### src/hdl/cal_pkg.sv
// Shared types and constants for the cursor array list.
// Holds request and status codes, the sequencer states and interface widths.
package cal_pkg;

	localparam int DEPTH_DEF      = 128;
	localparam int DATA_WIDTH_DEF = 32;

	localparam int REQ_W   = 4;
	localparam int VAL_W   = 32;
	localparam int POS_W   = 8;
	localparam int CNT_W   = 8;
	localparam int STAT_W  = 3;
	localparam int CAP_W   = 8;
	localparam int IN_W    = 40;
	localparam int OUT_W   = 48;

	localparam logic [CAP_W-1:0] CAP_RESET = 8'd128;

	typedef enum logic [REQ_W-1:0] {
		REQ_READ   = 4'd0,
		REQ_ZERO   = 4'd1,
		REQ_INSERT = 4'd2,
		REQ_APPEND = 4'd3,
		REQ_REMOVE = 4'd4,
		REQ_START  = 4'd5,
		REQ_END    = 4'd6,
		REQ_PREV   = 4'd7,
		REQ_NEXT   = 4'd8,
		REQ_SET    = 4'd9
	} req_t;

	typedef enum logic [STAT_W-1:0] {
		ST_OK     = 3'd0,
		ST_FULL   = 3'd1,
		ST_EMPTY  = 3'd2,
		ST_NOELEM = 3'd3,
		ST_BOUND  = 3'd4,
		ST_REJECT = 3'd5
	} status_t;

	typedef enum logic [2:0] {
		S_IDLE,
		S_SHIFT,
		S_DRAIN,
		S_LAST,
		S_DONE
	} state_t;

endpackage

### src/hdl/cal_ram.sv
// Element store of the cursor array list: one write port, one read port,
// read data registered. No dependencies.
module cal_ram #(
	parameter int DEPTH      = 128,
	parameter int DATA_WIDTH = 32
) (
	input  logic                     clk,
	input  logic                     wr_en,
	input  logic [$clog2(DEPTH)-1:0] wr_addr,
	input  logic [DATA_WIDTH-1:0]    wr_data,
	input  logic [$clog2(DEPTH)-1:0] rd_addr,
	output logic [DATA_WIDTH-1:0]    rd_data
);

	logic [DATA_WIDTH-1:0] mem [DEPTH];

	always_ff @(posedge clk) begin
		if (wr_en) begin
			mem[wr_addr] <= wr_data;
		end
	end

	always_ff @(posedge clk) begin
		rd_data <= mem[rd_addr];
	end

endmodule

### src/hdl/cursor_array_list.sv
// Top level of the cursor array list: request sequencer, count, cursor and
// result register around the element store. Uses cal_pkg and cal_ram.
//
// One request is taken at a time; s_axis_tready is high while the sequencer
// is idle, also while the previous result still waits on the master side.
// A read, an insert into a list that is not full and a remove, each with the
// cursor inside the list, pass through the shift and drain states (an insert
// also the last state) before done; every other request goes straight to done. Insert and remove move
// one entry per cycle through the single read and single write port of the
// store, so their time grows with the number of entries behind the cursor.
// A capacity write is taken in any cycle.
module cursor_array_list #(
	parameter int DEPTH      = cal_pkg::DEPTH_DEF,
	parameter int DATA_WIDTH = cal_pkg::DATA_WIDTH_DEF
) (
	input  logic                       clk,
	input  logic                       arst_n,
	input  logic                       cfg_valid,
	output logic                       cfg_ready,
	input  logic [cal_pkg::CAP_W-1:0]  cfg_data,     // capacity
	input  logic                       s_axis_tvalid,
	output logic                       s_axis_tready,
	input  logic [cal_pkg::IN_W-1:0]   s_axis_tdata,  // item_value, target_position
	input  logic [cal_pkg::REQ_W-1:0]  s_axis_tuser,  // req_type
	output logic                       m_axis_tvalid,
	input  logic                       m_axis_tready,
	output logic [cal_pkg::OUT_W-1:0]  m_axis_tdata,  // item_out, element_count, cursor_position
	output logic [cal_pkg::STAT_W-1:0] m_axis_tuser   // status
);

	import cal_pkg::*;

	localparam int AW = $clog2(DEPTH);
	localparam int CW = $clog2(DEPTH + 1);
	localparam int LW = (CW > CAP_W) ? CW : CAP_W;

	state_t state_q, state_d;

	logic [CW-1:0]         count_q, cursor_q, cnt_m1;
	logic [CAP_W-1:0]      capacity_q;
	logic [REQ_W-1:0]      req_q, in_req;
	logic [DATA_WIDTH-1:0] val_q, in_val, data_q;
	logic [POS_W-1:0]      in_pos;
	logic [AW-1:0]         ptr_q, end_q, cur_a, rd_addr_s1;
	logic                  rd_vld_s1;
	status_t               status_q;
	logic                  out_valid_q;
	logic [OUT_W-1:0]      out_data_q;
	logic [STAT_W-1:0]     out_user_q;

	logic                  in_fire, out_free, full, at_end, pos_ok, shift_wr, capture;
	logic [LW-1:0]         cnt_l, cap_l, pos_l;

	logic                  mem_we;
	logic [AW-1:0]         mem_waddr, mem_raddr;
	logic [DATA_WIDTH-1:0] mem_wdata, mem_rdata;

	cal_ram #(
		.DEPTH      (DEPTH),
		.DATA_WIDTH (DATA_WIDTH)
	) u_ram (
		.clk     (clk),
		.wr_en   (mem_we),
		.wr_addr (mem_waddr),
		.wr_data (mem_wdata),
		.rd_addr (mem_raddr),
		.rd_data (mem_rdata)
	);

	assign cfg_ready     = 1'b1;
	assign s_axis_tready = (state_q == S_IDLE);
	assign in_fire       = s_axis_tvalid && s_axis_tready;
	assign out_free      = !out_valid_q || m_axis_tready;
	assign m_axis_tvalid = out_valid_q;
	assign m_axis_tdata  = out_data_q;
	assign m_axis_tuser  = out_user_q;

	assign in_req = s_axis_tuser;
	assign in_val = DATA_WIDTH'(s_axis_tdata[VAL_W-1:0]);
	assign in_pos = s_axis_tdata[VAL_W+POS_W-1:VAL_W];

	assign cnt_l  = LW'(count_q);
	assign cap_l  = LW'(capacity_q);
	assign pos_l  = LW'(in_pos);
	assign cnt_m1 = count_q - 1'b1;
	assign cur_a  = cursor_q[AW-1:0];
	assign full   = (cnt_l >= cap_l) || (count_q == CW'(DEPTH));
	assign at_end = (cursor_q >= count_q);
	assign pos_ok = (pos_l != '0) && (pos_l < cnt_l);

	assign shift_wr = rd_vld_s1 && ((req_q == REQ_INSERT) ||
		((req_q == REQ_REMOVE) && (rd_addr_s1 != cur_a)));
	assign capture  = rd_vld_s1 && (req_q != REQ_INSERT) && (rd_addr_s1 == cur_a);

	always_comb begin
		state_d = state_q;
		unique case (state_q)
			S_IDLE: begin
				if (in_fire) begin
					unique case (in_req)
						REQ_READ:   state_d = at_end ? S_DONE : S_SHIFT;
						REQ_INSERT: state_d = (!full && !at_end) ? S_SHIFT : S_DONE;
						REQ_REMOVE: state_d = (count_q != '0 && !at_end) ? S_SHIFT : S_DONE;
						default:    state_d = S_DONE;
					endcase
				end
			end
			S_SHIFT: state_d = (ptr_q == end_q) ? S_DRAIN : S_SHIFT;
			S_DRAIN: state_d = (req_q == REQ_INSERT) ? S_LAST : S_DONE;
			S_LAST:  state_d = S_DONE;
			S_DONE:  state_d = out_free ? S_IDLE : S_DONE;
			default: state_d = S_IDLE;
		endcase
	end

	always_comb begin
		mem_we    = 1'b0;
		mem_waddr = cur_a;
		mem_wdata = mem_rdata;
		mem_raddr = ptr_q;
		unique case (state_q)
			S_IDLE: begin
				if (in_fire) begin
					unique case (in_req)
						REQ_ZERO: begin
							mem_we    = !at_end;
							mem_wdata = '0;
						end
						REQ_INSERT: begin
							mem_we    = !full && at_end;
							mem_wdata = in_val;
						end
						REQ_APPEND: begin
							mem_we    = !full;
							mem_waddr = count_q[AW-1:0];
							mem_wdata = in_val;
						end
						default: mem_we = 1'b0;
					endcase
				end
			end
			S_SHIFT, S_DRAIN: begin
				mem_we    = shift_wr;
				mem_waddr = (req_q == REQ_INSERT) ? rd_addr_s1 + 1'b1 : rd_addr_s1 - 1'b1;
			end
			S_LAST: begin
				mem_we    = 1'b1;
				mem_wdata = val_q;
			end
			default: mem_we = 1'b0;
		endcase
	end

	always_ff @(posedge clk or negedge arst_n) begin
		if (!arst_n) begin
			state_q     <= S_IDLE;
			count_q     <= '0;
			cursor_q    <= '0;
			capacity_q  <= CAP_RESET;
			out_valid_q <= 1'b0;
			rd_vld_s1   <= 1'b0;
		end else begin
			state_q   <= state_d;
			rd_vld_s1 <= (state_q == S_SHIFT);
			if (cfg_valid && cfg_ready) begin
				capacity_q <= cfg_data;
			end
			if (state_q == S_DONE && out_free) begin
				out_valid_q <= 1'b1;
			end else if (m_axis_tready) begin
				out_valid_q <= 1'b0;
			end
			if (state_q == S_LAST) begin
				count_q <= count_q + 1'b1;
			end
			if (state_q == S_DRAIN && req_q == REQ_REMOVE) begin
				count_q <= cnt_m1;
			end
			if (in_fire) begin
				unique case (in_req)
					REQ_INSERT: if (!full && at_end) count_q <= count_q + 1'b1;
					REQ_APPEND: if (!full) count_q <= count_q + 1'b1;
					REQ_START:  cursor_q <= '0;
					REQ_END:    cursor_q <= count_q;
					REQ_PREV:   if (cursor_q != '0) cursor_q <= cursor_q - 1'b1;
					REQ_NEXT:   if (!at_end) cursor_q <= cursor_q + 1'b1;
					REQ_SET:    if (pos_ok) cursor_q <= CW'(in_pos);
					default:    cursor_q <= cursor_q;
				endcase
			end
		end
	end

	always_ff @(posedge clk) begin
		rd_addr_s1 <= ptr_q;
		if (state_q == S_SHIFT) begin
			ptr_q <= (req_q == REQ_INSERT) ? ptr_q - 1'b1 : ptr_q + 1'b1;
		end
		if ((state_q == S_SHIFT || state_q == S_DRAIN) && capture) begin
			data_q <= mem_rdata;
		end
		if (in_fire) begin
			req_q    <= in_req;
			val_q    <= in_val;
			data_q   <= '0;
			status_q <= ST_OK;
			ptr_q    <= cur_a;
			end_q    <= cur_a;
			unique case (in_req)
				REQ_READ, REQ_ZERO: if (at_end) status_q <= ST_NOELEM;
				REQ_INSERT: begin
					ptr_q <= cnt_m1[AW-1:0];
					if (full) status_q <= ST_FULL;
				end
				REQ_APPEND: if (full) status_q <= ST_FULL;
				REQ_REMOVE: begin
					end_q <= cnt_m1[AW-1:0];
					if (count_q == '0) begin
						status_q <= ST_EMPTY;
					end else if (at_end) begin
						status_q <= ST_NOELEM;
					end
				end
				REQ_PREV:   if (cursor_q == '0) status_q <= ST_BOUND;
				REQ_NEXT:   if (at_end) status_q <= ST_BOUND;
				REQ_SET:    if (!pos_ok) status_q <= ST_REJECT;
				default:    status_q <= ST_OK;
			endcase
		end
		if (state_q == S_DONE && out_free) begin
			out_data_q <= {CNT_W'(cursor_q), CNT_W'(count_q), VAL_W'(data_q)};
			out_user_q <= status_q;
		end
	end

endmodule

### config.mk
export PLATFORM = sky130hd
export DESIGN_NAME = cursor_array_list
export DESIGN_NICKNAME = d
export VERILOG_FILES = /design/src/hdl/cal_pkg.sv /design/src/hdl/cal_ram.sv /design/src/hdl/cursor_array_list.sv
export SDC_FILE = /design/constraint.sdc
export NUM_CORES = 2
export LEC_CHECK = 0
export ABC_CLOCK_PERIOD_IN_PS = 16400
export BUFFER_PORTS_ARGS = -buffer_cell sky130_fd_sc_hd__buf_2
export CAP_MARGIN = 20
export CELL_PAD_IN_SITES_DETAIL_PLACEMENT = 1
export CELL_PAD_IN_SITES_GLOBAL_PLACEMENT = 2
export CORE_MARGIN = 1.5
export CORE_UTILIZATION = 50
export DETAILED_ROUTE_END_ITERATION = 8
export PLACE_DENSITY = 0.77
export SLEW_MARGIN = 20
export SYNTH_ARGS = -nofsm -noshare
export SYNTH_HDL_FRONTEND = slang
export SYNTH_SLANG_ARGS = --single-unit
### constraint.sdc
create_clock -name clk -period 16.4 [get_ports clk]
set_input_delay 4.92 -clock clk [delete_from_list [all_inputs] [get_ports clk]]
set_output_delay 4.92 -clock clk [all_outputs]
set_load 0.005 [all_outputs]
# == Word-level counts from Yosys, hierarchy flattened ==
# Memories as Yosys holds them, arrays and structs flattened. A register that Yosys moved wholly into a read port is not among the register bits.
# Cells that the tools add are included.
# word_totals
regBits,172
latchBits,0
ramBits,4096
romBits,0
input_bits,57
output_inout_bits,54
wordCells,129
n_memories,1
# op_classes
n_addsub,8
mul,0
div_mod_pow,0
n_lt_le_gt_ge,3
n_eq_ne,24
n_shift,0
mux,45
bitwise,0
reduce_logical,33
# mem_list
name,depth,width,rd,rd_ports_with_merged_regs,write_ports,line_no,source
u_ram.mem,128,32,1,1,1,cal_ram.sv:15,logic [DATA_WIDTH-1:0] mem [DEPTH];
# op_table
cell,count
$pmux 32 s2,2
$mux 8,8
$mux 7,8
$pmux 8 s5,1
$mux 32,1
$mux 3,10
$reduce_bool 8->1,3
$eq 4x3->1 const B,5
$pmux 3 s6,1
$add 8x1->8 const B,2
$ge 8x8->1,2
$logic_not 8->1,2
$pmux 8 s2,1
$sub 8x1->8 const B,2
$pmux 3 s5,1
$add 7x1->7 const B,2
$eq 7x7->1,2
$pmux 7 s2,1
$sub 7x1->7 const B,2
$eq 4x2->1 const B,3
$logic_and 1x1->1,12
$pmux 3 s3,1
$eq 4x4->1 const B,2
$eq 8x8->1 const B,1
other kinds (20),38

# == Logic depth before layout (Yosys ltp) ==
# depth
word_depth,9
depth_mapped,11
depth_no_buf,10

# == Cells and area by module ==
# A second synthesis with hierarchy kept.
# unflattened
cells_unflattened,6725
hier_area_um2,164704.2
# modules_own_cells
module,instances,cells_per_inst,area_per_inst_um2
cal_ram,1,5990,156276.1
cursor_array_list,1,735,8428.1

# == Least setup slack after synthesis ==
# OpenSTA, ideal clock, no wires.
# synth_timing
kind,input-to-reg
from,input s_axis_tvalid
to,"memory u_ram.mem[80][0], enable pin"
setup_time_ps,502
t_arrival_ps,9930
required_time_ps,15898
setup_slack_ps,5969
stages,9
path_buffers,3
cell_sequence,or4b_1 > buf_6 > nor3_4 > mux2i_1 > a21oi_2 > or3b_1 > buf_6 > buf_6 > nor4_1
# synth_between
elab_chain_cells,5
elab_cells_between_ends,7
cone_classes,6 x mux; 1 x reduce/logical
# synth_lines
item,line_no,source
from (decl),cursor_array_list.sv:21,"input logic s_axis_tvalid,"
$logic_and 1x1->1 (*),cursor_array_list.sv:72,assign in_fire = s_axis_tvalid && s_axis_tready;
$mux 1,cursor_array_list.sv:123,if (in_fire) begin
$pmux 1 s3,cursor_array_list.sv:121,unique case (state_q)
$mux 1,cal_ram.sv:18,if (wr_en) begin
$mux 1 (not written as such),cal_ram.sv:19,mem[wr_addr] <= wr_data;
to (decl),cal_ram.sv:15,
# Every way passes the cells marked *; elsewhere a longest branch is shown, timed or not.

# == Worst setup path after layout ==
# layout_timing
from,input s_axis_tvalid
to,"memory u_ram.mem[57][22], data pin"
# layout_between
elab_chain_cells,3
# layout_lines
item,line_no,source
$logic_and 1x1->1,cursor_array_list.sv:72,
$mux 32,cursor_array_list.sv:123,
$pmux 32 s2,cursor_array_list.sv:121,
net mem_wdata[22],cursor_array_list.sv:56,"logic [DATA_WIDTH-1:0] mem_wdata, mem_rdata;"
# The timed path passes the listed nets, and every way through them passes these cells.

==> impl_metrics.yaml <==
setup_path:
  required_ns: 16.99
  crit_fanout: 50
  arrival_ns: 9.31
  critPathCaptureType: "register"
  critPathLaunchType: "input port"
  critical_path_class: "in2reg"
timing:
  hold_viol: 0
  tightest_slew_ns: 1.32
  post-route-period-util_pct: 53.2
  fmax_ghz: 0.115
  slew_headroom_pct: 9.75
  finalMaxSlewViolations: 0
  skew_ns: 0.110
  rsz0062_at_grt: "false"
  fin_tns_setup_ns: 0
  period_needed_ns: 8.72
  worst_hold_slack_ns: 0.410
  finalSetupViolations: 0
clock_network:
  worstSkewPairLatency_ns: 1.00
  cts_buffer_depth: 4
  clock-root-buffer: "clkbuf_16"
  post-cts-setup-buffers: 0
  hold_buffers: 0
  htreeDepth: 5
  cts.clk_slew.worst_paths_ns: 0.06
  cts.sinks: 4300
  cts_made_buffers: 435
  cts_tree: "built"
  cts-resized-gates: 0
yosys:
  synth_area_um2: 166000
  yosys_warnings: 0
  synth_top_area_share_pct: 76.1
  synth.distinct_cells: 77
  synth_compound_area_share_pct: 3.48
  post_synth.cell_area_avg_um2: 20.2
  synth_simple_gate_area_share_pct: 3.15
  synthMuxAreaShare_pct: 14.1
  synth_top_family_by_area: "multiplexers"
  seq_area_frac_synth_pct: 77.4
  synth.largest_area_cell: "edfxtp_1"
  ys.flop_type: "edfxtp_1"
  synth-xor-area-share_pct: 0.206
  synth-seq-cells: 4300
  syn_inst: 8222
  synthAdderAreaFrac_pct: 0.353
  synth_edf_count: 4200
  synth_nets: 8324
  ys_top_cells_by_area: "edfxtp_1 76%, mux4_2 10%, mux2i_1 4.1%"
  async_reset_ff_share_pct: 0.674
floorplanning:
  start_util_pct: 50.2
  fp.dieW_um: 579
  row_count: 211
  die_area_um2: 335000
  num_io_pins: 111
  die_y_um: 579
  coreArea_um2: 330000
global_route:
  grtUsageTotal_pct: 29.6
  grt_max_degree: 123
  overflow: 0
  grt_pass1_vias: 87234
  grt_pass1_wl_um: 692000
  antenna_found_initial: 53
layout:
  fin_nets: 8687
  utilization_pct: 56.9
  area_growth_pct: 13.3
  layout-drive-gt1-share_pct: 22.5
routing:
  viasPerCell: 6.58
  final_antenna_net_count: 0
  drt_pass1_iterations: 6
  vias: 87693
  drc: 0
  first_iter_violations: 12240
  avgRoutedWirePerCell_um: 37.3
  wirelength_um: 498000
run_status:
  outcome: "complete, no violations"
hold_path:
  hp-class: "reg2reg"
place:
  place_congestion: 0.952
  io_buffers: 109
  hpwlAfterDp_um: 296000
power_and_ir_drop:
  power.density_nw_per_um2: 184
  p_leak_nw: 60.6
  peakVddDrop_mv: 0.150
job:
  cap_violations: 0
-- final cells by class --
class                   count  area, um^2
diodes                     21        52.6
clock buffers             528       11500
clock inverters           264        2610
fillers                 28151      142000
inverters                  28         115
multi-input cells        3388       36700
flip-flops and latches   4300      128000
well taps                4366        5460
repair buffers            432        3170
-- metal layers --
layer	vias up	global-route usage, %	routed length (um)
li1	34906	-	-
met3	809	6.90	51800
met2	4926	44.6	227000
met5	-	0	309
met4	38	10.6	19700
met1	47014	42.6	199000
-- through the flow --
stage                     instance area [um^2]  power (mW)  setup WS, ns  std cells
after CTS                               188000        34.4          7.82      13303
after global placement                  174000        24.3          6.77      12511
after detailed placement                174000        24.6          6.86      12511
after global routing                    188000        35.2          7.64      13310
after floorplan                         166000        19.6          5.97       8222
final                                   188000        34.5          7.68      13327
-- logic make-up after synthesis --
kind of cell	count (synthesis)
AO/OA/AOI/OAI	816
XOR/XNOR	39
adder cells (fa/ha/maj)	45
buffers and inverters	534
flip-flops	4300
multiplexers	1420
other	1
AND/OR/NAND/NOR	1067
-- flip-flops by register name, indices dropped and copies added, names as in the netlist, 8 cells and up --
name           cells
val_q             32
m_axis_tdata      48
data_q            32
u_ram.rd_data     32
cursor_q           8
u_ram.mem       4096
cap_l              8
cnt_l              8
-- placed cells by master, fill, tap and decap left out, drive strengths merged, types with 6 or more instances in the layout --
cell type	n
o21a	6
nand4	42
and3	6
a211oi	134
o211ai	41
nand2b	14
diode	21
nand3	184
nor2	204
inv	39
nand2	336
clkinv	193
bufinv	43
clkinvlp	17
o2111ai	64
clkbuf	528
mux2	7
dfxtp	71
nor2b	71
a221o	33
a2111oi	65
nor3	45
or2	8
mux4	736
ha	42
nor4	134
a21o	8
o22ai	257
xnor2	27
a22oi	43
edfxtp	4200
a21oi	94
buf	432
xor2	12
mux2i	677
dfrtp	28
o21ai	43
-- power breakdown --
group	internal, mW	leakage, nW	total [mW]	switching [mW]
combinational	2.86	14.7	10.7	7.85
clock	5.64	6.84	9.86	4.22
sequential	13.7	39.0	13.9	0.171
total	22.2	60.6	34.5	12.2
-- synth_stat cells (5+ instances only) --
library cell / number
edfxtp_1: 4200
mux4_2: 736
mux2i_1: 677
nand2_1: 336
clkbuf_1: 317
o22ai_1: 257
nor2_1: 204
nand3_1: 183
a211oi_1: 133
nor4_1: 115
buf_2: 94
a21oi_1: 92
buf_1: 88
dfxtp_1: 71
nor2b_1: 71
a2111oi_0: 65
o2111ai_1: 64
nor3_1: 44
a22oi_1: 43
o21ai_0: 43
ha_1: 42
nand4_1: 42
o211ai_1: 41
a221o_1: 33
dfrtp_1: 28
xnor2_1: 27
inv_1: 26
nor4_2: 18
nand2b_1: 14
xor2_1: 12
a21o_1: 8
mux2_2: 7
and3_1: 6
o21a_1: 6
buf_6: 5
or2_2: 5
-- worst max-delay path, stage by stage --
cell and delay, ns:
buf_2 0.11, or4b_1 0.67, or2_2 0.42, nor2_2 0.55
buf_4 0.40, a22oi_1 0.16, nand2_4 0.47, buf_4 0.64
buf_4 0.71
-- path summary, 6_finish.rpt --
kind	slack, ns	depth (start not counted)	to	from
min in group asynchronous	4.03	1	cursor_q[4]	arst_n
max	7.68	9	u_ram.mem[57][22]	s_axis_tvalid
max reg2reg	9.76	11	u_ram.rd_data[25]	mem_raddr[0]
max in group asynchronous	11.81	1	rd_vld_s1	arst_n
min reg2reg	0.41	0	m_axis_tuser[2]	status_q[2]
min	0.41	0	m_axis_tuser[2]	status_q[2]
Power figures use the tool's default switching activity.
